[config.mk]
export PLATFORM = sky130hd
export DESIGN_NAME = sem_merge
export DESIGN_NICKNAME = d
export VERILOG_FILES = /design/src/sv/sem_pkg.sv /design/src/sv/sem_merge.sv
export SDC_FILE = /design/constraint.sdc
export NUM_CORES = 1
export LEC_CHECK = 0
export BUFFER_PORTS_ARGS = -buffer_cell sky130_fd_sc_hd__buf_4
export CORE_MARGIN = 2
export CORE_UTILIZATION = 41
export CTS_CLUSTER_DIAMETER = 40
export DETAILED_ROUTE_END_ITERATION = 12
export PLACE_DENSITY = 0.82
export SETUP_SLACK_MARGIN = 0.02
export SLEW_MARGIN = 20
export SYNTH_ARGS = -nofsm -noshare
export SYNTH_HDL_FRONTEND = slang
export SYNTH_SLANG_ARGS = --single-unit
[constraint.sdc]
create_clock -name clk_i -period 4.4 [get_ports clk_i]
set_input_delay 0.88 -clock clk_i [delete_from_list [all_inputs] [get_ports clk_i]]
set_output_delay 0.88 -clock clk_i [all_outputs]
set_load 0.05 [all_outputs]
[src/sv/sem_pkg.sv]
`timescale 1ns / 1ps
// ----------------------------------------------------------------------------
// sem_pkg
// Shared types and constants for the RGB Sobel gradient magnitude core.
// ----------------------------------------------------------------------------
package sem_pkg;

  localparam int DefMaxWidth  = 1024;
  localparam int DefMaxHeight = 1024;

  localparam int ChanW  = 8;          // bits per color channel
  localparam int PixW   = 3 * ChanW;  // packed RGB, red in the top byte
  localparam int RegW   = 11;         // configuration register width
  localparam int NLanes = 3;

  localparam logic [RegW-1:0] RstImgSize = 11'd1024;

  // configuration register indexes
  localparam logic CfgIdxWidth  = 1'b0;
  localparam logic CfgIdxHeight = 1'b1;

  // item kinds on the input tuser
  localparam logic ReqPixel = 1'b0;
  localparam logic ReqFlush = 1'b1;

  // lane sequencer steps: gradient, square, sum, then 8 root bits, then hold
  localparam logic [3:0] PhIdle     = 4'd0;
  localparam logic [3:0] PhSquare   = 4'd1;
  localparam logic [3:0] PhSum      = 4'd2;
  localparam logic [3:0] PhRootLast = 4'd10;
  localparam logic [3:0] PhDone     = 4'd11;

  typedef enum logic [1:0] {
    S_IDLE,
    S_READ,
    S_ADV,
    S_CALC
  } state_e;

  typedef logic [8:0][ChanW-1:0] win_t;  // 3x3 channel window, row major

  typedef struct packed {
    logic             done;
    logic [ChanW-1:0] mag;
  } lane_res_t;

  typedef struct packed {
    logic row_end;
    logic frame_end;
  } out_flags_t;

endpackage

[src/sv/sem_merge.sv]
`timescale 1ns / 1ps
// ----------------------------------------------------------------------------
// sem_merge
// Joins the three lane results and the position flags into the output register.
// ----------------------------------------------------------------------------
module sem_merge import sem_pkg::*; (
  input  logic                   clk_i,
  input  logic                   rst_ni,
  input  lane_res_t [NLanes-1:0] lane_i,
  input  out_flags_t             flags_i,
  output logic                   load_o,
  output logic                   m_axis_tvalid_o,
  input  logic                   m_axis_tready_i,
  output logic [31:0]            m_axis_tdata_o,
  output logic                   m_axis_tlast_o
);

  logic            vld_q;
  logic [PixW-1:0] rgb_q;
  out_flags_t      flg_q;

  assign load_o = lane_i[0].done && lane_i[1].done && lane_i[2].done
                  && (!vld_q || m_axis_tready_i);

  always_ff @(posedge clk_i or negedge rst_ni) begin
    if (!rst_ni) begin
      vld_q <= 1'b0;
    end else if (load_o) begin
      vld_q <= 1'b1;
    end else if (m_axis_tready_i) begin
      vld_q <= 1'b0;
    end
  end

  always_ff @(posedge clk_i) begin
    if (load_o) begin
      rgb_q <= {lane_i[2].mag, lane_i[1].mag, lane_i[0].mag};
      flg_q <= flags_i;
    end
  end

  assign m_axis_tvalid_o = vld_q;
  assign m_axis_tdata_o  = {7'd0, flg_q.row_end, rgb_q};
  assign m_axis_tlast_o  = flg_q.frame_end;

endmodule

; ---- After elaboration in Yosys (flattened, before gate mapping)
; Index checks and enable logic that the tools add are counted.
[classes]
mux = 2
reduce_logical = 6
[op_table]
columns = op, n
row1 = $logic_and 1x1->1, 3
row2 = $mux 1, 2
row3 = $reduce_bool 2->1, 1
row4 = $logic_not 1->1, 1
row5 = $logic_or 1x1->1, 1
[word_totals]
ff_bits = 27
inputBits = 32
out_inout_bits = 35
word_cells = 12

; ---- Depth between registers and ports, before layout
; Gate-level depths: netlist of the first run.
[depth]
ltp_word = 4
mapped_depth = 2

; ---- Least setup slack after synthesis of the first run
; No wires, ideal clock.
[synth_timing]
path_kind = input to output
startpoint = in lane_i[26] (netlist name)
endpoint = out load_o
t_arrival_ns = 2.098
required_time_ns = 3.520
slack_ns = 1.422
path_stages = 2
n_path_buf = 0
cell_sequence = nand3_2 -> a21oi_2
[synth_between]
elab_chain_cells = 2
[synth_lines]
columns = element, line
row1 = from (decl), sem_merge.sv:9  ; input lane_res_t [NLanes-1:0] lane_i,
row2 = $logic_and 1x1->1, sem_merge.sv:22  ; assign load_o = lane_i[0].done && lane_i[1].done && lane_i[2].done
row3 = $logic_and 1x1->1, sem_merge.sv:23  ; && (!vld_q || m_axis_tready_i);
row4 = to (decl), sem_merge.sv:11  ; output logic load_o,
; Every way passes these cells.

; ---- Worst setup path after layout of the first run
; Ends and elaborated chain as after synthesis.

==> reports/metrics.yaml, run 1 <==
status:
  status: "finished, final reports clean"
critical_path:
  slowest_stage_delay_on_critical_path_ns: 0.33
  worst_setup_path_start_kind: "primary input"
  critical-path-top-delay-family: "buffers and inverters"
  critPathMaxFanout: 27
  critical_path.cell_chain: "buf_4, nand3_2, a21oi_2, buf_4, buf_4"
  crit_path_buf_inv_count: 3
  cell_repeated_most_along_the_worst_path: "sky130_fd_sc_hd__buf_4"
  cp-end-kind: "primary output"
  slowest_stage: "sky130_fd_sc_hd__buf_4"
  crit_path_start: "lane_i[26]"
  critical_path_arrival_ns: 1.77
  reg_to_reg_start: "m_axis_tvalid_o"
  worst-endpoint-required_ns: 3.52
  criticalPathCategory: "primary input to primary output"
sta:
  fmax_achieved_ghz: 0.377
  fin_setup_tns_ns: 0
  worst_clock_skew_on_the_final_layout_ns: 0.00939
  maxSlewViolCount: 0
  final-setup-viol-count: 0
  setup_slack_ns: 1.75
  grt_setup_unrepaired: "false"
  hold_viol_final: 0
  final_min_period_over_clock_period_pct: 60.3
  post-route-min-period_ns: 2.65
final_layout:
  multiInputGateArea_sq_um: 53.8
  area.sequential_sq_um: 806
  diodes: 0
  area_growth_syn_to_layout_pct: 53.6
  layout_commonest_cell: "sky130_fd_sc_hd__buf_4"
  nets: 136
  layout-drive-gt1-share_pct: 64.1
  final_cell_mix: "sky130_fd_sc_hd__buf_4, sky130_fd_sc_hd__edfxtp_1, sky130_fd_sc_hd__conb_1, sky130_fd_sc_hd__clkbuf_4, sky130_fd_sc_hd__inv_1"
  n_fill_cell: 144
  post_layout_nonfiller_instances: 130
detailed_routing:
  detail_route.drc_violations: 0
  route.detailed.vias_per_inst: 4.33
  wl_per_cell_um: 13.7
  detailroute.via_count: 563
  dr_iter_0_viols: 2
  firstDrtPassIters: 4
  drt-total-wl_um: 1780
  antenna_violating_nets_left: 0
power_and_ir_drop:
  cellPowerDensity_nw_per_um2: 343
  power.leakage_nw: 0.594
  max-vdd-ir-drop_uv: 192
  fin_total_pwr_uw: 472
cts:
  cts.repair_timing.setup_buffer_count: 0
  cts_resized: 0
  cts-hold-fix-buffers: 0
  clkLatencyLatePin_ns: 0.31
  cts_buffer_depth: 2
  cts-buffers-inserted: 3
  cts_tree: "yes"
  cts.htree.levels: 1
  ctsRootBufferMaster: "sky130_fd_sc_hd__clkbuf_4"
  path_clk_slew_ns: 0.13
  cts_sinks: 27
floorplanning:
  starting_density_of_the_core_pct: 44.4
  core_area_sq_um: 2020
  chipWidth_um: 50.8
  die_h_um: 50.8
  boundaryPins: 67
  std_cell_rows: 16
  design.die.area_sq_um: 2580
run:
  max_cap_viol_count: 0
place:
  dp_cells: 126
  gp_congestion: 0.591
  portBuffers: 59
  dp_worst_setup_slack_ns: 1.76
synth:
  yosys-top-cells-area: "sky130_fd_sc_hd__edfxtp_1, sky130_fd_sc_hd__buf_4, sky130_fd_sc_hd__dfrtp_1"
  yosys_register_bits: 27
  yosysWarnings: 0
  syn_inst: 40
  post_synth_num_cell_types: 8
  sequential_fraction_of_the_synthesis_area_pct: 89.8
  synth.largest_area_cell: "sky130_fd_sc_hd__edfxtp_1"
  per_instance_average_area_after_synthesis_sq_um: 22.4
  synth.top_cell.area_share_pct: 87.0
  post_synth_instance_area_sq_um: 897
global_routing:
  first_global_vias: 512
  globalRouteOverflowTotal: 0
  groute.usage.overall_pct: 15.1
  grt_first_pass_wirelength_um: 2660
  antenna_found_initial: 0
  grt_max_degree: 28
min_path:
  hold_class: "primary input to asynchronous set/reset pin"
## cells in the mapped netlist
master and count:
sky130_fd_sc_hd__edfxtp_1 26, sky130_fd_sc_hd__buf_4 7, sky130_fd_sc_hd__o21ai_2 1, sky130_fd_sc_hd__a21oi_2 1
sky130_fd_sc_hd__conb_1 1, sky130_fd_sc_hd__nand3_2 1, sky130_fd_sc_hd__inv_1 2, sky130_fd_sc_hd__dfrtp_1 1
## area by class of cell
| type | count | share of cell area (%) |
|---|---|---|
| clock buffers | 4 | 1.91 |
| well taps | 27 | 2.45 |
| inverters | 2 | 0.545 |
| repair buffers | 60 | 32.7 |
| flip-flops and latches | 27 | 58.5 |
| multi-input cells | 10 | 3.91 |
## cells by family (layout without fill, tap and decap cells)
logic type | Yosys count | after routing | share of synthesized area, %
buf+inv | 9 | 66 | 6.69
flops | 27 | 27 | 89.8
other cells | 1 | 7 | 0.418
compound gates | 2 | 2 | 1.95
simple gates | 1 | 1 | 1.12
## stage by stage
step                      utilization [%]  hold WS, ns  cell area [sq um]
final                                68.1        0.308               1380
after global routing                 68.1        0.275               1380
after CTS                            68.1        0.300               1380
after detailed placement             66.8        0.569               1350
after global placement               66.8        0.550               1350
after floorplan                         -        0.584                920
## worst reg2reg max path, stage by stage, from the launching register on
cell	delay [ns]
sky130_fd_sc_hd__dfrtp_1	0.43
sky130_fd_sc_hd__a21oi_2	0.14
sky130_fd_sc_hd__buf_4	0.33
## sequential cells by signal (all words and copies together) (netlist names)
name             flops
m_axis_tdata_o       1
m_axis_tvalid_o      1
m_axis_tlast_o       1
rgb_q               24
## worst paths after layout
path / endpoint / slack (ns) / cells past startpoint
setup / recovery: load_o / 1.75 / 5
setup reg to reg: rgb_q[19] / 3.17 / 2
max in group asynchronous: m_axis_tvalid_o / 4.01 / 1
min in group clk_i: m_axis_tvalid_o / 0.59 / 2
hold / removal: m_axis_tvalid_o / 0.31 / 1
hold reg to reg: m_axis_tvalid_o / 0.59 / 2
## per-layer routing
metal  GRT usage, %  part of all wire, %  vias up
met5              0                    0        -
met4           9.46                  2.6        0
met1           16.9                   36      252
met2           24.6                   49       47
met3           5.06                   13        6
li1               -                    -      258
## where the power goes
group	switching (mW)	internal, mW	total [mW]
Combinational	0.0510	0.0276	0.0786
Clock	0.0649	0.0354	0.100
Sequential	0.00252	0.291	0.293
Power figures use the tool's default switching activity.
==> inputs of run 2 (changes only) <==
--- a/config.mk
+++ b/config.mk
@@ -5,12 +5,14 @@
 export SDC_FILE = /design/constraint.sdc
 export NUM_CORES = 1
 export LEC_CHECK = 0
+export ABC_AREA = 1
 export BUFFER_PORTS_ARGS = -buffer_cell sky130_fd_sc_hd__buf_4
+export CORE_ASPECT_RATIO = 2
 export CORE_MARGIN = 2
-export CORE_UTILIZATION = 41
+export CORE_UTILIZATION = 34
 export CTS_CLUSTER_DIAMETER = 40
 export DETAILED_ROUTE_END_ITERATION = 12
-export PLACE_DENSITY = 0.82
+export PLACE_DENSITY = 0.73
 export SETUP_SLACK_MARGIN = 0.02
 export SLEW_MARGIN = 20
 export SYNTH_ARGS = -nofsm -noshare
==> constraint.sdc (replaced) <==
create_clock -name clk_i -period 2.4 [get_ports clk_i]
set_input_delay 0.48 -clock clk_i [delete_from_list [all_inputs] [get_ports clk_i]]
set_output_delay 0.48 -clock clk_i [all_outputs]
set_load 0.05 [all_outputs]
==> reports/metrics.yaml, run 2 <==
status:
  status: "finished, final reports clean"
sta:
  fin_setup_tns_ns: 0
  maxSlewViolCount: 0
  post-route-min-period_ns: 1.58
  grt_setup_unrepaired: "false"
  final-setup-viol-count: 0
  worst_clock_skew_on_the_final_layout_ns: 0.00378
  hold_viol_final: 0
  fmax_achieved_ghz: 0.634
  final.hold.worst_slack_ns: 0.387
  final_min_period_over_clock_period_pct: 65.8
final_layout:
  layout-drive-gt1-share_pct: 61.3
  area.sequential_sq_um: 806
  nets: 139
  final_cell_mix: "sky130_fd_sc_hd__buf_4, sky130_fd_sc_hd__edfxtp_1, sky130_fd_sc_hd__conb_1, sky130_fd_sc_hd__clkbuf_8"
  postLayoutCellArea_sq_um: 1400
  finish.utilization_pct: 56.0
  registers.top_by_ff_count: "rgb_q"
  layout_commonest_cell: "sky130_fd_sc_hd__buf_4"
  flip_flop_count_of_the_largest_register_after_layout: 24
  diodes: 0
  multiInputGateArea_sq_um: 48.8
  area_growth_syn_to_layout_pct: 57.8
  n_fill_cell: 228
detailed_routing:
  firstDrtPassIters: 2
  dr_iter_0_viols: 3
  route.detailed.vias_per_inst: 4.12
  antenna_violating_nets_left: 0
  detail_route.drc_violations: 0
  wl_per_cell_um: 13.3
  detailroute.via_count: 552
  drt-total-wl_um: 1780
synth:
  yosys_register_bits: 27
  synth_common_cells: "sky130_fd_sc_hd__edfxtp_1, sky130_fd_sc_hd__buf_4, sky130_fd_sc_hd__inv_1, sky130_fd_sc_hd__nand2_1, sky130_fd_sc_hd__nor2_1"
  sequential_fraction_of_the_synthesis_area_pct: 90.6
  post_synth_instance_area_sq_um: 890
  synth_most_common_cell: "sky130_fd_sc_hd__edfxtp_1"
  synth.largest_area_cell: "sky130_fd_sc_hd__edfxtp_1"
  number_of_enable_type_register_cells_in_the_synthesized_netlist: 26
  ys_async_rst_share_pct: 3.70
  yosys-top-cells-area: "sky130_fd_sc_hd__edfxtp_1, sky130_fd_sc_hd__buf_4, sky130_fd_sc_hd__dfrtp_1"
  per_instance_average_area_after_synthesis_sq_um: 21.2
  synth.top_cell.area_share_pct: 87.8
  post_synth_num_cell_types: 8
  syn_inst: 42
  yosysWarnings: 0
  ys_dominant_reg_cell: "sky130_fd_sc_hd__edfxtp_1"
cts:
  cts.htree.levels: 1
  cts.repair_timing.setup_buffer_count: 0
  ctsRootBufferMaster: "sky130_fd_sc_hd__clkbuf_8"
  clkLatencyLatePin_ns: 0.26
  cts_buffer_depth: 2
  path_clk_slew_ns: 0.08
  cts-buffers-inserted: 3
  cts_sinks: 27
  cts_tree: "yes"
run:
  max_cap_viol_count: 0
place:
  portBuffers: 59
  post_dp_cell_area_sq_um: 1350
  gp_congestion: 0.652
  hpwlAfterDp_um: 1420
critical_path:
  worst_setup_path_start_kind: "register"
  criticalPathCategory: "register to primary output"
  critPathMaxFanout: 3
  cp-end-kind: "primary output"
  worst-endpoint-required_ns: 1.92
  critical_path_arrival_ns: 1.10
floorplanning:
  starting_density_of_the_core_pct: 35.5
  design.die.area_sq_um: 3070
  die_h_um: 76.3
  std_cell_rows: 26
  boundaryPins: 67
  core_area_sq_um: 2500
  chipWidth_um: 40.2
power_and_ir_drop:
  max-vdd-ir-drop_uv: 413
  power.leakage_nw: 0.615
  cellPowerDensity_nw_per_um2: 658
global_routing:
  antenna_found_initial: 0
  grt_max_degree: 27
  grt_first_pass_wirelength_um: 2500
  globalRouteOverflowTotal: 0
  groute.usage.overall_pct: 11.7
  first_global_vias: 559
min_path:
  hold_class: "primary input to register"
==> run 2: cell types whose count changed in the layout (fill, tap and decap cells not counted) <==
| cell | change |
|---|---|
| sky130_fd_sc_hd__nor2_2 | +1 |
| sky130_fd_sc_hd__dlygate4sd3_1 | +1 |
| sky130_fd_sc_hd__clkbuf_8 | +3 |
| sky130_fd_sc_hd__a21oi_2 | -1 |
| sky130_fd_sc_hd__nand2_1 | +2 |
| sky130_fd_sc_hd__nor2_1 | +1 |
| sky130_fd_sc_hd__o21ai_2 | -1 |
| sky130_fd_sc_hd__clkinv_2 | +1 |
| sky130_fd_sc_hd__clkbuf_4 | -3 |
| sky130_fd_sc_hd__clkbuf_1 | -1 |
| sky130_fd_sc_hd__nand3_2 | -1 |
| sky130_fd_sc_hd__nand3_1 | +1 |
==> run 2: worst paths after layout <==
check | to | cells after the start | startpoint | slack (ns)
worst max-delay path | load_o | 4 | m_axis_tvalid_o | 0.82
worst min-delay path | rgb_q[4] | 1 | lane_i[4] | 0.39
worst max register to register | rgb_q[17] | 4 | m_axis_tvalid_o | 1.12
worst min register to register | m_axis_tvalid_o | 2 | m_axis_tvalid_o | 0.53
max in group asynchronous | m_axis_tvalid_o | 2 | rst_ni | 1.78
min in group asynchronous | m_axis_tvalid_o | 2 | rst_ni | 0.53
==> run 2: layer usage <==
metal	up-vias	global-route usage, %	wire length, um
li1	264	-	-
met1	251	12.1	512
met2	35	21.3	1080
met3	2	2.04	184
met4	0	4.00	6
met5	-	0	0
==> run 2: layout make-up <==
class / instances / share of cell area (%)
clock buffers: 3 / 2.94
multi-input cells: 12 / 3.48
clock inverters: 1 / 0.357
inverters: 2 / 0.535
flip-flops and latches: 27 / 57.4
well taps: 28 / 2.50
repair buffers: 61 / 32.8
==> run 2: cells by family after synthesis <==
family | share of synthesized area (%)
flip-flops | 90.6
other | 0.422
buffers and inverters | 6.75
AND/OR/NAND/NOR | 2.25
==> run 2: worst max-delay path: stages, from the launching register on <==
cell	delay, ns
sky130_fd_sc_hd__dfrtp_1	0.41
sky130_fd_sc_hd__inv_1	0.06
sky130_fd_sc_hd__nor2_1	0.04
sky130_fd_sc_hd__nor2_2	0.12
sky130_fd_sc_hd__buf_4	0.21
==> run 2: repair_timing <==
action | in CTS | in global routing
endpoints found under the hold margin | 1 | 0
hold buffers | 1 | 0
gates resized for setup | 0 | 0
==> run 2: power by group <==
part | switching, mW | internal, mW | total, mW
combinational | 0.0931 | 0.0512 | 0.144
sequential | 0.00440 | 0.533 | 0.537
clock | 0.126 | 0.116 | 0.242
==> run 2: stage by stage <==
step | setup slack [ns] | cells | power (mW)
final | 0.822 | 134 | 0.923
after global routing | 0.755 | 134 | 0.959
after CTS | 0.799 | 134 | 0.935
after detailed placement | 0.888 | 129 | 0.692
after global placement | 0.918 | 129 | 0.689
after floorplan | 0.134 | 48 | 0.638
