$ cat config.mk
export PLATFORM = sky130hd
export DESIGN_NAME = sem_lane
export DESIGN_NICKNAME = d
export VERILOG_FILES = /design/src/sv/sem_pkg.sv /design/src/sv/sem_lane.sv
export SDC_FILE = /design/constraint.sdc
export NUM_CORES = 1
export LEC_CHECK = 0
export BUFFER_PORTS_ARGS = -buffer_cell sky130_fd_sc_hd__buf_2
export CAP_MARGIN = 5
export CORE_AREA = 2 2 205 207
export CTS_CLUSTER_DIAMETER = 40
export DETAILED_ROUTE_END_ITERATION = 10
export DIE_AREA = 0 0 207 209
export HOLD_SLACK_MARGIN = 0.06
export PLACE_DENSITY_LB_ADDON = 0.15
export SYNTH_ARGS = -nofsm -noshare
export SYNTH_HDL_FRONTEND = slang
export SYNTH_SLANG_ARGS = --single-unit
export TNS_END_PERCENT = 30
$ cat constraint.sdc
create_clock -name clk_i -period 7.37 [get_ports clk_i]
set_input_delay 1.474 -clock clk_i [delete_from_list [all_inputs] [get_ports clk_i]]
set_output_delay 1.474 -clock clk_i [all_outputs]
set_load 0.02 [all_outputs]
$ cat src/sv/sem_pkg.sv
`timescale 1ns / 1ps
// ----------------------------------------------------------------------------
// sem_pkg
// Shared types and constants for the RGB Sobel gradient magnitude core.
// ----------------------------------------------------------------------------
package sem_pkg;

  localparam int DefMaxWidth  = 1024;
  localparam int DefMaxHeight = 1024;

  localparam int ChanW  = 8;          // bits per color channel
  localparam int PixW   = 3 * ChanW;  // packed RGB, red in the top byte
  localparam int RegW   = 11;         // configuration register width
  localparam int NLanes = 3;

  localparam logic [RegW-1:0] RstImgSize = 11'd1024;

  // configuration register indexes
  localparam logic CfgIdxWidth  = 1'b0;
  localparam logic CfgIdxHeight = 1'b1;

  // item kinds on the input tuser
  localparam logic ReqPixel = 1'b0;
  localparam logic ReqFlush = 1'b1;

  // lane sequencer steps: gradient, square, sum, then 8 root bits, then hold
  localparam logic [3:0] PhIdle     = 4'd0;
  localparam logic [3:0] PhSquare   = 4'd1;
  localparam logic [3:0] PhSum      = 4'd2;
  localparam logic [3:0] PhRootLast = 4'd10;
  localparam logic [3:0] PhDone     = 4'd11;

  typedef enum logic [1:0] {
    S_IDLE,
    S_READ,
    S_ADV,
    S_CALC
  } state_e;

  typedef logic [8:0][ChanW-1:0] win_t;  // 3x3 channel window, row major

  typedef struct packed {
    logic             done;
    logic [ChanW-1:0] mag;
  } lane_res_t;

  typedef struct packed {
    logic row_end;
    logic frame_end;
  } out_flags_t;

endpackage

$ cat src/sv/sem_lane.sv
`timescale 1ns / 1ps
// ----------------------------------------------------------------------------
// sem_lane
// One color channel: Sobel gradients, squares, sum and a bitwise root search.
// ----------------------------------------------------------------------------
module sem_lane import sem_pkg::*; (
  input  logic      clk_i,
  input  logic      rst_ni,
  input  logic      start_i,
  input  win_t      win_i,
  input  logic      ack_i,
  output lane_res_t res_o
);

  logic [3:0]        ph_q, ph_d;
  logic signed [10:0] gx_q, gy_q, gx_d, gy_d;
  logic [19:0]       sqx_q, sqy_q;
  logic [20:0]       sum_q;
  logic [ChanW-1:0]  root_q, root_d;
  logic signed [21:0] px, py;
  logic [10:0]       xp, xn, yp, yn;
  logic [2:0]        bitpos;
  logic [ChanW-1:0]  trial, trial_m1;
  logic [15:0]       tprod;

  always_comb begin
    xp = 11'(win_i[2]) + 11'({win_i[5], 1'b0}) + 11'(win_i[8]);
    xn = 11'(win_i[0]) + 11'({win_i[3], 1'b0}) + 11'(win_i[6]);
    yp = 11'(win_i[6]) + 11'({win_i[7], 1'b0}) + 11'(win_i[8]);
    yn = 11'(win_i[0]) + 11'({win_i[1], 1'b0}) + 11'(win_i[2]);
    gx_d = signed'(xp) - signed'(xn);
    gy_d = signed'(yp) - signed'(yn);
    px = gx_q * gx_q;
    py = gy_q * gy_q;
    // root bits are decided from the top down
    bitpos   = 3'(PhRootLast - ph_q);
    trial    = root_q | ChanW'(1 << bitpos);
    trial_m1 = trial - ChanW'(1);
    tprod    = trial * trial_m1;
    root_d   = root_q;
    if (21'(tprod) < sum_q) root_d = trial;
  end

  always_comb begin
    ph_d = ph_q;
    if (ph_q == PhIdle) begin
      if (start_i) ph_d = PhSquare;
    end else if (ph_q == PhDone) begin
      if (ack_i) ph_d = PhIdle;
    end else begin
      ph_d = ph_q + 4'd1;
    end
  end

  always_ff @(posedge clk_i or negedge rst_ni) begin
    if (!rst_ni) begin
      ph_q <= PhIdle;
    end else begin
      ph_q <= ph_d;
    end
  end

  always_ff @(posedge clk_i) begin
    if (ph_q == PhIdle && start_i) begin
      gx_q <= gx_d;
      gy_q <= gy_d;
    end
    if (ph_q == PhSquare) begin
      sqx_q <= 20'(px);
      sqy_q <= 20'(py);
    end
    if (ph_q == PhSum) begin
      sum_q  <= 21'(sqx_q) + 21'(sqy_q);
      root_q <= '0;
    end else if (ph_q > PhSum && ph_q <= PhRootLast) begin
      root_q <= root_d;
    end
  end

  assign res_o.done = (ph_q == PhDone);
  assign res_o.mag  = root_q;

endmodule

======== Yosys cells after proc, flatten, opt, wreduce, memory -nomap -nowiden ========
Index checks and enable logic that the tools add are counted.
storage, ports and cells
  output and inout port bits .............. 9
  flip-flop bits (word level) ............. 95
  bits of input ports ..................... 76
  logic and storage cells ................. 43
operators by class
  $add $sub $neg .......................... 14
  reductions and logical operators ........ 5
  bitwise logic cells ..................... 1
  shift-type cells ........................ 1
  mux-type cells .......................... 4
  eq/ne operators ......................... 5
  order comparisons ....................... 3
  multiply operators ...................... 3
operators with widths
  cell                 count
  $add 10x8->11        4
  $add 8x9->10         4
  $mul 11x11->20       2
  $sub 11x11->11       2
  $add 20x20->21       1
  $lt 16x21->1         1
  $mul 8x8->16         1
  $mux 4               4
  $or 8x8->8           1
  $shl 1x3->8 const A  1
  $sub 8x1->8 const B  1
  $add 4x1->4 const B  1
  $eq 4x1->1 const B   1
  $eq 4x2->1 const B   1
  $eq 4x4->1 const B   1
  $gt 4x2->1 const B   1
  $le 4x4->1 const B   1
  $logic_not 4->1      1
  $reduce_and 2->1     2
  $ne 3x2->1 const B   1
  $sub 2x3->3 const A  1
  $logic_and 1x1->1    2
  $ne 2x2->1 const B   1

======== Depth between registers and ports, before layout ========
Gate-level depths: netlist (run 1).
  word-level depth ........................ 7
  depth in mapped cells ................... 34
  gate-level depth less buffers ........... 32

======== Worst setup path after synthesis (run 1) ========
Ideal clock, no wire load.
  path kind ............................... reg-to-reg
  start ................................... reg ph_q[0]
  end ..................................... reg root_q[5]
  path slack .............................. -443 ps
  stages on the path, launching flop included .. 33
  setup time .............................. 128 ps
  buffers on the path ..................... 2
  required time ........................... 7,242 ps
  clock period less this slack ............ 7,813 ps
  arrival time ............................ 7,685 ps
  cells stage by stage .................... dfrtp_1 > ha_1 > xnor2_2 > a21oi_1 > clkbuf_1 > ha_1 > nand3_1 > or3_1 > ha_1 > nand2b_1 > fa_1 > fa_1 > inv_1 > fa_1 > inv_1 > fa_1 > inv_1 > ha_1 > o21a_1 > nor2_1 > a211oi_1 > a2111oi_1 > o21bai_1 > a21oi_1 > xnor2_1 > ha_1 > nand3_1 > or3_4 > o211ai_4 > buf_6 > nor3_1 > a21oi_2 > o41ai_1
between the ends
  word-level cells in the longest chain between the ends .. 7
  elaborated cells between the ends (all ways) .. 11
  those cells by class .................... 2 x add/sub; 1 x mul; 3 x order compare; 1 x eq/ne; 1 x shift; 1 x bitwise; 2 x reduce/logical
RTL lines
  what                        RTL line        RTL
  start, declared             sem_lane.sv:15  logic [3:0] ph_q, ph_d;
  start signal, assigned      sem_lane.sv:57  ph_q <= PhIdle;
  start signal, assigned      sem_lane.sv:59  ph_q <= ph_d;
  $sub 2x3->3                 sem_lane.sv:36  bitpos = 3'(PhRootLast - ph_q);
  $shl 1x3->8                 sem_lane.sv:37  trial = root_q | ChanW'(1 << bitpos);
  $or 8x8->8                  sem_lane.sv:37
  $sub 8x1->8                 sem_lane.sv:38  trial_m1 = trial - ChanW'(1);
  $mul 8x8->16                sem_lane.sv:39  tprod = trial * trial_m1;
  $lt 16x21->1                sem_lane.sv:41  if (21'(tprod) < sum_q) root_d = trial;
  $reduce_and 2->1 (no line)  --
  end signal, assigned        sem_lane.sv:76  root_q <= root_d;
  end, declared               sem_lane.sv:19  logic [ChanW-1:0] root_q, root_d;
Parallel ways exist; a longest one is shown, timed or not.
A chain may end at the register's enable or synchronous reset.

======== Worst setup path after layout (run 1) ========
  start ................................... reg ph_q[0]
  end ..................................... reg root_q[7]
The elaborated chain is that of the path after synthesis.

==> results of run 1 <==
==> worst max-delay path by stage <==
stage,cells past startpoint,startpoint,endpoint,slack [ns]
6_report,32,ph_q[0],root_q[7],0.07
5_1_grt,33,ph_q[0],root_q[3],-0.26
4_1_cts,32,ph_q[0],root_q[7],-0.04
3_5_place_dp,32,ph_q[0],root_q[2],-0.11
3_3_place_gp,32,ph_q[0],root_q[3],-0.05
2_1_floorplan,31,ph_q[0],root_q[5],0.08
==> metrics by stage <==
step	setup TNS, ns	cell area (µm²)	std cells
final	0	18200	2262
after global routing	-1.82	18200	2262
after CTS	-0.114	18000	2258
after detailed placement	-0.822	17500	2235
after global placement	-0.348	17500	2235
after floorplan	0	16300	1613
==> critical path, delay by kind of cell, from the launching register on <==
kind | cells | cell delay, ns
fa+ha+maj | 8 | 2.98
buf+inv | 5 | 0.43
simple gates | 9 | 1.49
compound gates | 8 | 1.52
xor+xnor | 2 | 0.30
flops | 1 | 0.46
==> layer usage <==
metal,global-route usage [%],part of all wire (%),routed length (µm),up-vias
li1,-,-,-,5225
met1,19.8,42,13700,5414
met2,30.2,52,17000,130
met3,3.35,4.0,1310,33
met4,3.23,1.4,465,8
met5,0,0.12,39,-
==> registers in the layout, summed over array words and instances (netlist names) <==
signal,count
sqy_q,19
sum_q,21
gx_q,11
root_q,8
gy_q,11
ph_q,4
sqx_q,19
==> cell type report <==
| class | count | share of cell area, % |
|---|---|---|
| Inverter | 400 | 8.27 |
| Sequential cell | 93 | 14.8 |
| Multi-Input combinational cell | 1091 | 67.2 |
| Tap cell | 539 | 3.72 |
| Clock buffer | 9 | 1.24 |
| Clock inverter | 7 | 0.365 |
| Timing Repair Buffer | 122 | 4.34 |
| Antenna cell | 1 | 0.0138 |
==> placed cells by master (no fill, tap or decap), types with 20 or more instances in the layout <==
cell type	n
inv_1	394
fa_1	290
ha_1	180
and2_1	88
edfxtp_1	81
buf_2	76
nand2_1	71
nor2_1	71
xnor2_1	70
a21oi_1	58
buf_4	41
nand2b_1	26
xor2_1	20
a21o_1	20
==> cells by family after synthesis <==
kind of cell	synth area share [%]
fa+ha+maj	50.2
buf+inv	9.97
simple gates	10.8
compound gates	7.33
flops	16.6
xor+xnor	4.96
mux	0.208
==> what timing repair did <==
item / 4_1_cts / 5_1_grt
cloned: 1 / 0
pin swaps: 9 / 28
setup endpoints to repair: 8 / 8
gates resized for setup: 17 / 22
setup buffers: 6 / 3
==> results.md, run 1 <==
* Outcome: finished, final reports clean
* Fin crit period at 7.30 ns
* HP Class: reg2reg
* Setup CP Type: reg2reg
* Hold Buf Count CTS at 0
* Post-place setup slack at -0.115 ns
* Drt wl/cell at 14.4 µm
* Overflow after GRT at 0
* Area grow syn2layout at 11.8%
* F_max at 137 MHz
* # clock sinks at 93
* Post-synthesis cell area at 0.0162 mm²
* CTS tree: done
* Placeable core area at 0.0413 mm²
* Hold Slack at 0.542 ns
* Worst Tran Pin Value at 1.01 ns
* Max Cap Viol at 0
* Slew HR at 32.8%
* Hold endpoint: root_q[6]
* Reg-to-Reg End: root_q[7]
* Clock Latency Late Sink at 0.38 ns
* Placer congestion estimate at 0.867
* Top cells by count, synth: inv_1 (397), fa_1 (290), ha_1 (187)
* Initial DRT Pass Iterations at 5
* Arr. time, crit path at 7.55 ns
* Drt total wl at 32.5 mm
* Crit path launch type: flip-flop
* Post-synth EDFFs at 81
* Clk pin slew, worst setup/hold paths at 0.08 ns
* Global-route wire length before repair at 57.6 mm
* Fin worst setup slack at 0.0682 ns
* Leading post-synthesis cells by cell area: fa_1 (36%), edfxtp_1 (15%), ha_1 (14%)
* Initial drt markers at 367
* CP peak stage delay at 0.53 ns
* Fraction of layout cells with a size suffix above 1 at 11.8%
* Die area at 0.0433 mm²
* Avg Inst Size Synth at 10.1 µm²
* Num CTS Buffers at 9
* WHS Path Cells at 2
* Filler cells at 4028
* Vias in the first global route at 11909
* Area of the multi-input gates at 0.0122 mm²
* FF+latch count, synth at 93
* Largest net degree at the start of global routing at 39
* Netlist cell types at 64
* Clock skew at 0.0175 ns
* Io pins at 85
* Via-to-Cell Ratio at 4.78
* DP HPWL at 27.3 mm
* FF/Latch Area at 0.00270 mm²
* ANT nets after route at 0
* Synthesis Warnings at 0
* DRC at 0
* Initial Util at 39.3%
* Initial antenna violation count at 7
* Chip height at 209 µm
* Register area share after synthesis at 16.6%
* Synth area leader: fa_1
* RSZ-0062 raised after global routing: true
* Via count at 10810
* Setup violators final at 0
* Maximum buffer depth of the clock tree at 2
* Post-Syn Instances at 1613
* R2R setup slack at 0.07 ns
* Fraction of registers with async set or reset after synthesis at 4.30%
* Final core occ at 44.0%
* Dominant synthesized flop cell: edfxtp_1
* R2r startpoint: ph_q[0]
* Count leader, synth: inv_1
* Slowest CP cell: fa_1
* Syn Nets at 2166
* Nets at 2270
* Total GRT Usage at 16.4%
* H-Tree Depth at 3
* Site row count at 75
* Root buffer cell: clkbuf_16
* Hold Fails Final Rpt at 0
* Most frequent CP cell: fa_1
* Part of the cycle the worst path needs at 99.1%
* Crit Path Max Fanout at 8
* Yosys top cell area share at 35.8%
* CP endpoint kind: flip-flop
* Worst-case reg-to-reg path depth at 32
* Port bufs at 76
* Worst EP required at 7.61 ns
* Fin. max-slew vios at 0
* Die width at 207 µm
* HP Start: root_q[6]
Power of run 1 is left out: the tool's default activity adds up to more than one toggle a clock period on the data nets, which glitch-free logic cannot reach.
==> run 2, diff against run 1 <==
--- a/config.mk
+++ b/config.mk
@@ -7,10 +7,10 @@
 export LEC_CHECK = 0
 export BUFFER_PORTS_ARGS = -buffer_cell sky130_fd_sc_hd__buf_2
 export CAP_MARGIN = 5
-export CORE_AREA = 2 2 205 207
+export CORE_AREA = 2 2 236 238
 export CTS_CLUSTER_DIAMETER = 40
 export DETAILED_ROUTE_END_ITERATION = 10
-export DIE_AREA = 0 0 207 209
+export DIE_AREA = 0 0 238 240
 export HOLD_SLACK_MARGIN = 0.06
 export PLACE_DENSITY_LB_ADDON = 0.15
 export SYNTH_ARGS = -nofsm -noshare
==> run 2 against run 1 <==
The run now ends with negative setup slack left. Maximum frequency fell by 1.0%. Via count decreased by 0.21%. Non-clock buffer count up 9. Critical path depth did not move. Critical path type unchanged. Clock-buffer cell count grew 1. Routed wire length is 5.3% higher.
==> results.md, run 2 (synthesis results as in run 1) <==
* Clk pin slew, worst setup/hold paths at 0.08 ns (about the same)
* Hold Fails Final Rpt at 0 (unchanged)
* Max reg flops at 21 (unchanged)
* Setup CP Type: reg2reg (unchanged)
* Clock Latency Late Sink at 0.38 ns (about the same)
* Placeable core area at 0.0547 mm² (was 0.0413 mm²)
* Via count at 10787 (was 10810)
* Hold Buf Count CTS at 0 (unchanged)
* Outcome: finished, violations left (was finished, final reports clean)
* Io pins at 85 (unchanged)
* Site row count at 86 (was 75)
* Biggest register: sum_q (unchanged)
* Drt wl/cell at 14.1 µm (was 14.4 µm)
* F_max at 136 MHz (was 137 MHz)
* Slew HR at 32.3% (was 32.8%)
* Drt total wl at 34.2 mm (was 32.5 mm)
* Root buffer cell: clkbuf_16 (unchanged)
* Maximum buffer depth of the clock tree at 2 (unchanged)
* Fin worst setup slack at -0.00614 ns (was 0.0682 ns)
* Max Cap Viol at 0 (unchanged)
* HP Class: reg2reg (unchanged)
* WP depth at 32 (unchanged)
* Filler cells at 5685 (was 4028)
* Fin. max-slew vios at 0 (unchanged)
* Total GRT Usage at 13.1% (was 16.4%)
* Worst EP required at 7.63 ns (was 7.61 ns)
* R2R setup slack at -0.006 ns (was 0.07 ns)
* Reg-to-Reg End: root_q[7] (unchanged)
* Via-to-Cell Ratio at 4.43 (was 4.78)
* DP HPWL at 28.8 mm (was 27.3 mm)
* Vias in the first global route at 12144 (was 11909)
* Chip height at 240 µm (was 209 µm)
* Initial DRT Pass Iterations at 4 (was 5)
* Biggest regs: sum_q x21, sqx_q x19, sqy_q x19 (unchanged)
* Commonest non-fill, non-tap cell in the layout: inv_1 (unchanged)
* Largest net degree at the start of global routing at 39 (unchanged)
* # clock sinks at 93 (unchanged)
* RSZ-0062 raised after global routing: true (unchanged)
* Most frequent cells in the layout: inv_1 (395), fa_1 (290), ha_1 (180) (was inv_1 (394), fa_1 (290), ha_1 (180))
* Overflow after GRT at 0 (unchanged)
* Arr. time, crit path at 7.63 ns (was 7.55 ns)
* Initial Util at 29.7% (was 39.3%)
* Port bufs at 76 (unchanged)
* R2r startpoint: ph_q[1] (was ph_q[0])
* Initial antenna violation count at 6 (was 7)
* Die width at 238 µm (was 207 µm)
* Clock skew at 0.0106 ns (was 0.0175 ns)
* Worst Setup SP: ph_q[1] (was ph_q[0])
* ANT nets after route at 0 (unchanged)
* Most frequent CP cell: fa_1 (unchanged)
* FF/Latch Area at 0.00270 mm² (unchanged)
* Fin crit period at 7.38 ns (was 7.30 ns)
* Area grow syn2layout at 13.5% (was 11.8%)
* CP endpoint: root_q[7] (unchanged)
* Num CTS Buffers at 9 (unchanged)
* Die area at 0.0571 mm² (was 0.0433 mm²)
* Nets at 2279 (was 2270)
* Slowest CP cell: fa_1 (unchanged)
* Global-route wire length before repair at 59.7 mm (was 57.6 mm)
* CP peak stage delay at 0.52 ns (was 0.53 ns)
* WP buf/inv at 7 (was 5)
* Crit Path Max Fanout at 6 (was 8)
* Part of the cycle the worst path needs at 100% (was 99.1%)
* Placer congestion estimate at 0.846 (was 0.867)
* H-Tree Depth at 3 (unchanged)
* CTS tree: done (unchanged)
* CP endpoint kind: flip-flop (unchanged)
* Worst-case reg-to-reg path depth at 32 (unchanged)
* Worst Tran Pin Value at 1.02 ns (was 1.01 ns)
* CP top delay family: adder cells (unchanged)
* Fraction of layout cells with a size suffix above 1 at 12.6% (was 11.8%)
* Failing checks: negative setup slack
* DRC at 0 (unchanged)
* Area of the multi-input gates at 0.0122 mm² (about the same)
* Crit path launch type: flip-flop (unchanged)
* Setup violators final at 1 (was 0)
* Hold Slack at 0.536 ns (was 0.542 ns)
* Initial drt markers at 288 (was 367)
## run 2: cell count changes in the layout (fill, tap and decap cells not counted), sizes merged
cell      before  now
clkinvlp       1    2
clkbuf         9   10
inv          404  402
buf          122  131
## run 2: final cells by class
| class | count | share of cell area, % |
|---|---|---|
| Multi-Input combinational cell | 1091 | 66.3 |
| Sequential cell | 93 | 14.6 |
| Inverter | 400 | 8.15 |
| Tap cell | 704 | 4.78 |
| Timing Repair Buffer | 131 | 4.57 |
| Clock buffer | 10 | 1.24 |
| Clock inverter | 6 | 0.312 |
| Antenna cell | 1 | 0.0136 |
## run 2: worst register-to-register path: cells and delay by family (launching register included)
family / cells / cell delay, ns
compound gates: 7 / 1.42
xor+xnor: 2 / 0.34
fa+ha+maj: 8 / 2.92
buf+inv: 7 / 0.66
flops: 1 / 0.45
simple gates: 8 / 1.48
## run 2: worst min-delay path by stage
stage               depth (start not counted)  startpoint  slack, ns        end
floorplan                                   0     gx_q[0]       0.48   sqx_q[0]
detailed placement                          2   root_q[7]       0.51  root_q[7]
global placement                            2   root_q[7]       0.51  root_q[7]
finish                                      2   root_q[7]       0.54  root_q[7]
CTS                                         2   root_q[7]       0.54  root_q[7]
global route                                2   root_q[7]       0.55  root_q[7]
## run 2: per-layer routing
metal	share of wire [%]	global-route usage (%)	wire length, µm	up-vias
li1	-	-	-	5246
met1	43	15.7	14700	5385
met2	52	24.4	17900	122
met3	3.6	2.69	1240	24
met4	0.92	2.16	314	10
met5	0.18	0	60	-
## run 2: metrics by stage
step,TNS [ns],instances,util (%),cell area (µm²),setup WS [ns]
after global routing,-1.76,2436,33.7,18400,-0.240
after floorplan,0,1613,-,16300,0.0781
after CTS,-0.357,2433,33.5,18300,-0.0605
after detailed placement,-1.22,2408,32.6,17800,-0.162
after global placement,-0.784,2408,32.6,17800,-0.114
final,-0.00614,2436,33.7,18400,-0.00614
## run 2: what timing repair did
action | CTS | global route
pin swaps | 38 | 21
gates resized for setup | 27 | 19
cloned | 1 | 0
buffers inserted | 8 | 2
endpoints found under the setup margin | 8 | 8
Power of run 2 is left out for the same reason.
==> run 3, diff against run 2 <==
--- a/config.mk
+++ b/config.mk
@@ -5,14 +5,15 @@
 export SDC_FILE = /design/constraint.sdc
 export NUM_CORES = 1
 export LEC_CHECK = 0
-export BUFFER_PORTS_ARGS = -buffer_cell sky130_fd_sc_hd__buf_2
 export CAP_MARGIN = 5
 export CORE_AREA = 2 2 236 238
 export CTS_CLUSTER_DIAMETER = 40
 export DETAILED_ROUTE_END_ITERATION = 10
 export DIE_AREA = 0 0 238 240
+export DONT_BUFFER_PORTS = 1
 export HOLD_SLACK_MARGIN = 0.06
 export PLACE_DENSITY_LB_ADDON = 0.15
+export SLEW_MARGIN = 25
 export SYNTH_ARGS = -nofsm -noshare
 export SYNTH_HDL_FRONTEND = slang
 export SYNTH_SLANG_ARGS = --single-unit
==> run 3 against run 2 <==
The run still ends with negative setup slack left. Sequential share of layout area up 0.31 points. Non-clock buffer count fell by 79. Critical path depth is 1 lower. Routed wire length fell by 4.2%. Clock skew is 0.0017 ns higher. Worst hold slack improved by 0.012 ns. Final area decreased by 2.1%. Final cell count is 3.3% lower. Die area unchanged. Core utilization down 0.69 points. Highest routed layer is now met4.
==> results.md, run 3 (synthesis results as in run 1) <==
* Outcome: finished, violations left (unchanged)
* Failing checks: negative setup slack (unchanged)
* Chip height at 240 µm (unchanged)
* ANT nets after route at 0 (unchanged)
* Final instance area at 0.0180 mm² (was 0.0184 mm²)
* Hold Buf Count CTS at 0 (unchanged)
* Clock Latency Late Sink at 0.38 ns (about the same)
* DP HPWL at 28.4 mm (was 28.8 mm)
* Maximum buffer depth of the clock tree at 2 (unchanged)
* Worst Tran Pin Value at 0.911 ns (was 1.02 ns)
* Crit Path Max Fanout at 8 (was 6)
* Total GRT Usage at 12.3% (was 13.1%)
* Nets at 2200 (was 2279)
* Global-route wire length before repair at 56.4 mm (was 59.7 mm)
* Die area at 0.0571 mm² (unchanged)
* Initial drt markers at 275 (was 288)
* Crit path launch type: flip-flop (unchanged)
* Antenna Cells at 0 (was 1)
* Highest routed metal layer: met4 (was met5)
* Max Cap Viol at 0 (unchanged)
* DRC at 0 (unchanged)
* R2R setup slack at -0.13 ns (was -0.006 ns)
* Placed inst area at 0.0174 mm² (was 0.0178 mm²)
* RSZ-0062 raised after global routing: true (unchanged)
* Initial DRT Pass Iterations at 4 (unchanged)
* Io pins at 85 (unchanged)
* HP Class: reg2reg (unchanged)
* Port bufs at 0 (was 76)
* DR WL met3 at 1.13 mm (was 1.24 mm)
* Initial Util at 29.7% (unchanged)
* Placeable core area at 0.0547 mm² (unchanged)
* Arr. time, crit path at 7.75 ns (was 7.63 ns)
* CP endpoint kind: flip-flop (unchanged)
* Placer congestion estimate at 0.886 (was 0.846)
* Clock skew at 0.0124 ns (was 0.0106 ns)
* Clk pin slew, worst setup/hold paths at 0.07 ns (was 0.08 ns)
* Drt wl/cell at 13.9 µm (was 14.1 µm)
* F_max at 133 MHz (was 136 MHz)
* Num CTS Buffers at 9 (unchanged)
* Area grow syn2layout at 11.2% (was 13.5%)
* Met2 WL at 16.5 mm (was 17.9 mm)
* Drt total wl at 32.8 mm (was 34.2 mm)
* Most frequent cells in the layout: inv_1 (394), fa_1 (290), ha_1 (179) (was inv_1 (395), fa_1 (290), ha_1 (180))
* Vias in the first global route at 11385 (was 12144)
* Overflow after GRT at 0 (unchanged)
* Initial antenna violation count at 0 (was 6)
* Biggest register: sum_q (unchanged)
* CTS tree: done (unchanged)
* Part of the cycle the worst path needs at 102% (was 100%)
* Wire length on met1 at 14.9 mm (was 14.7 mm)
* Most frequent CP cell: fa_1 (unchanged)
* Fin worst setup slack at -0.129 ns (was -0.00614 ns)
* Setup violators final at 8 (was 1)
* Fin. max-slew vios at 0 (unchanged)
* Hold Fails Final Rpt at 0 (unchanged)
* CP peak stage delay at 0.53 ns (was 0.52 ns)
* Largest net degree at the start of global routing at 39 (unchanged)
* # clock sinks at 93 (unchanged)
* Hold Slack at 0.548 ns (was 0.536 ns)
* Commonest non-fill, non-tap cell in the layout: inv_1 (unchanged)
* Die width at 238 µm (unchanged)
* H-Tree Depth at 3 (unchanged)
* Max reg flops at 21 (unchanged)
* Filler cells at 5667 (was 5685)
* Fraction of layout cells with a size suffix above 1 at 8.41% (was 12.6%)
* Biggest regs: sum_q x21, sqx_q x19, sqy_q x19 (unchanged)
* Fin crit period at 7.50 ns (was 7.38 ns)
* Via-to-Cell Ratio at 4.34 (was 4.43)
* Site row count at 86 (unchanged)
* Root buffer cell: clkbuf_16 (unchanged)
* Slew HR at 39.2% (was 32.3%)
* Setup CP Type: reg2reg (unchanged)
* Worst EP required at 7.62 ns (was 7.63 ns)
* Via count at 10218 (was 10787)
* Slowest CP cell: fa_1 (unchanged)
* Fin Setup TNS at -0.643 ns (was -0.00614 ns)
## run 3: cell count changes in the layout (fill, tap and decap cells not counted), moves of 4 or more
cell | before | now
nor3_1 | 14 | 18
buf_2 | 76 | 0
nor3_2 | 7 | 3
buf_4 | 51 | 47
## run 3: what timing repair did
action                     CTS  global route
buffers inserted             0             6
cloned                       0             1
pin swaps                    0            30
setup endpoints to repair    8             8
resized for setup           11            37
## run 3: worst paths after layout
kind                                from   endpoint  depth (start not counted)
worst max-delay path             ph_q[1]  root_q[3]                         31
worst min-delay path            sqy_q[0]   sum_q[0]                          1
worst max register to register   ph_q[1]  root_q[3]                         31
worst min register to register  sqy_q[0]   sum_q[0]                          1
max in group asynchronous         rst_ni    ph_q[1]                          0
min in group asynchronous         rst_ni    ph_q[1]                          0
## run 3: routing by layer
metal,global-route usage (%),vias up
met5,0,-
met4,2.35,0
met3,2.41,17
met2,22.3,101
met1,15.3,5007
li1,-,5093
## run 3: cell type report
class | instances | area [µm²] | area share, %
multi-input combinational | 1091 | 12200 | 67.8
sequential | 93 | 2700 | 14.9
inverter | 400 | 1500 | 8.32
tap | 704 | 881 | 4.88
timing repair buffer | 52 | 440 | 2.44
clock buffer | 9 | 225 | 1.25
clock inverter | 7 | 76.3 | 0.423
## run 3: worst max-delay path: cells and delay by family (launching register included)
family / cells / cell delay [ns]
xor+xnor: 2 / 0.32
flops: 1 / 0.46
compound gates: 8 / 1.56
simple gates: 9 / 1.75
fa+ha+maj: 8 / 2.96
buf+inv: 4 / 0.31
## run 3: metrics by stage
| stage | setup slack (ns) | cells | util (%) |
|---|---|---|---|
| after floorplan | 0.0781 | 1613 | - |
| after global placement | -0.0905 | 2333 | 31.9 |
| after detailed placement | -0.134 | 2333 | 31.9 |
| after CTS | -0.0724 | 2349 | 32.5 |
| after global routing | -0.387 | 2356 | 33.0 |
| final | -0.129 | 2356 | 33.0 |
Power of run 3 is left out for the same reason.
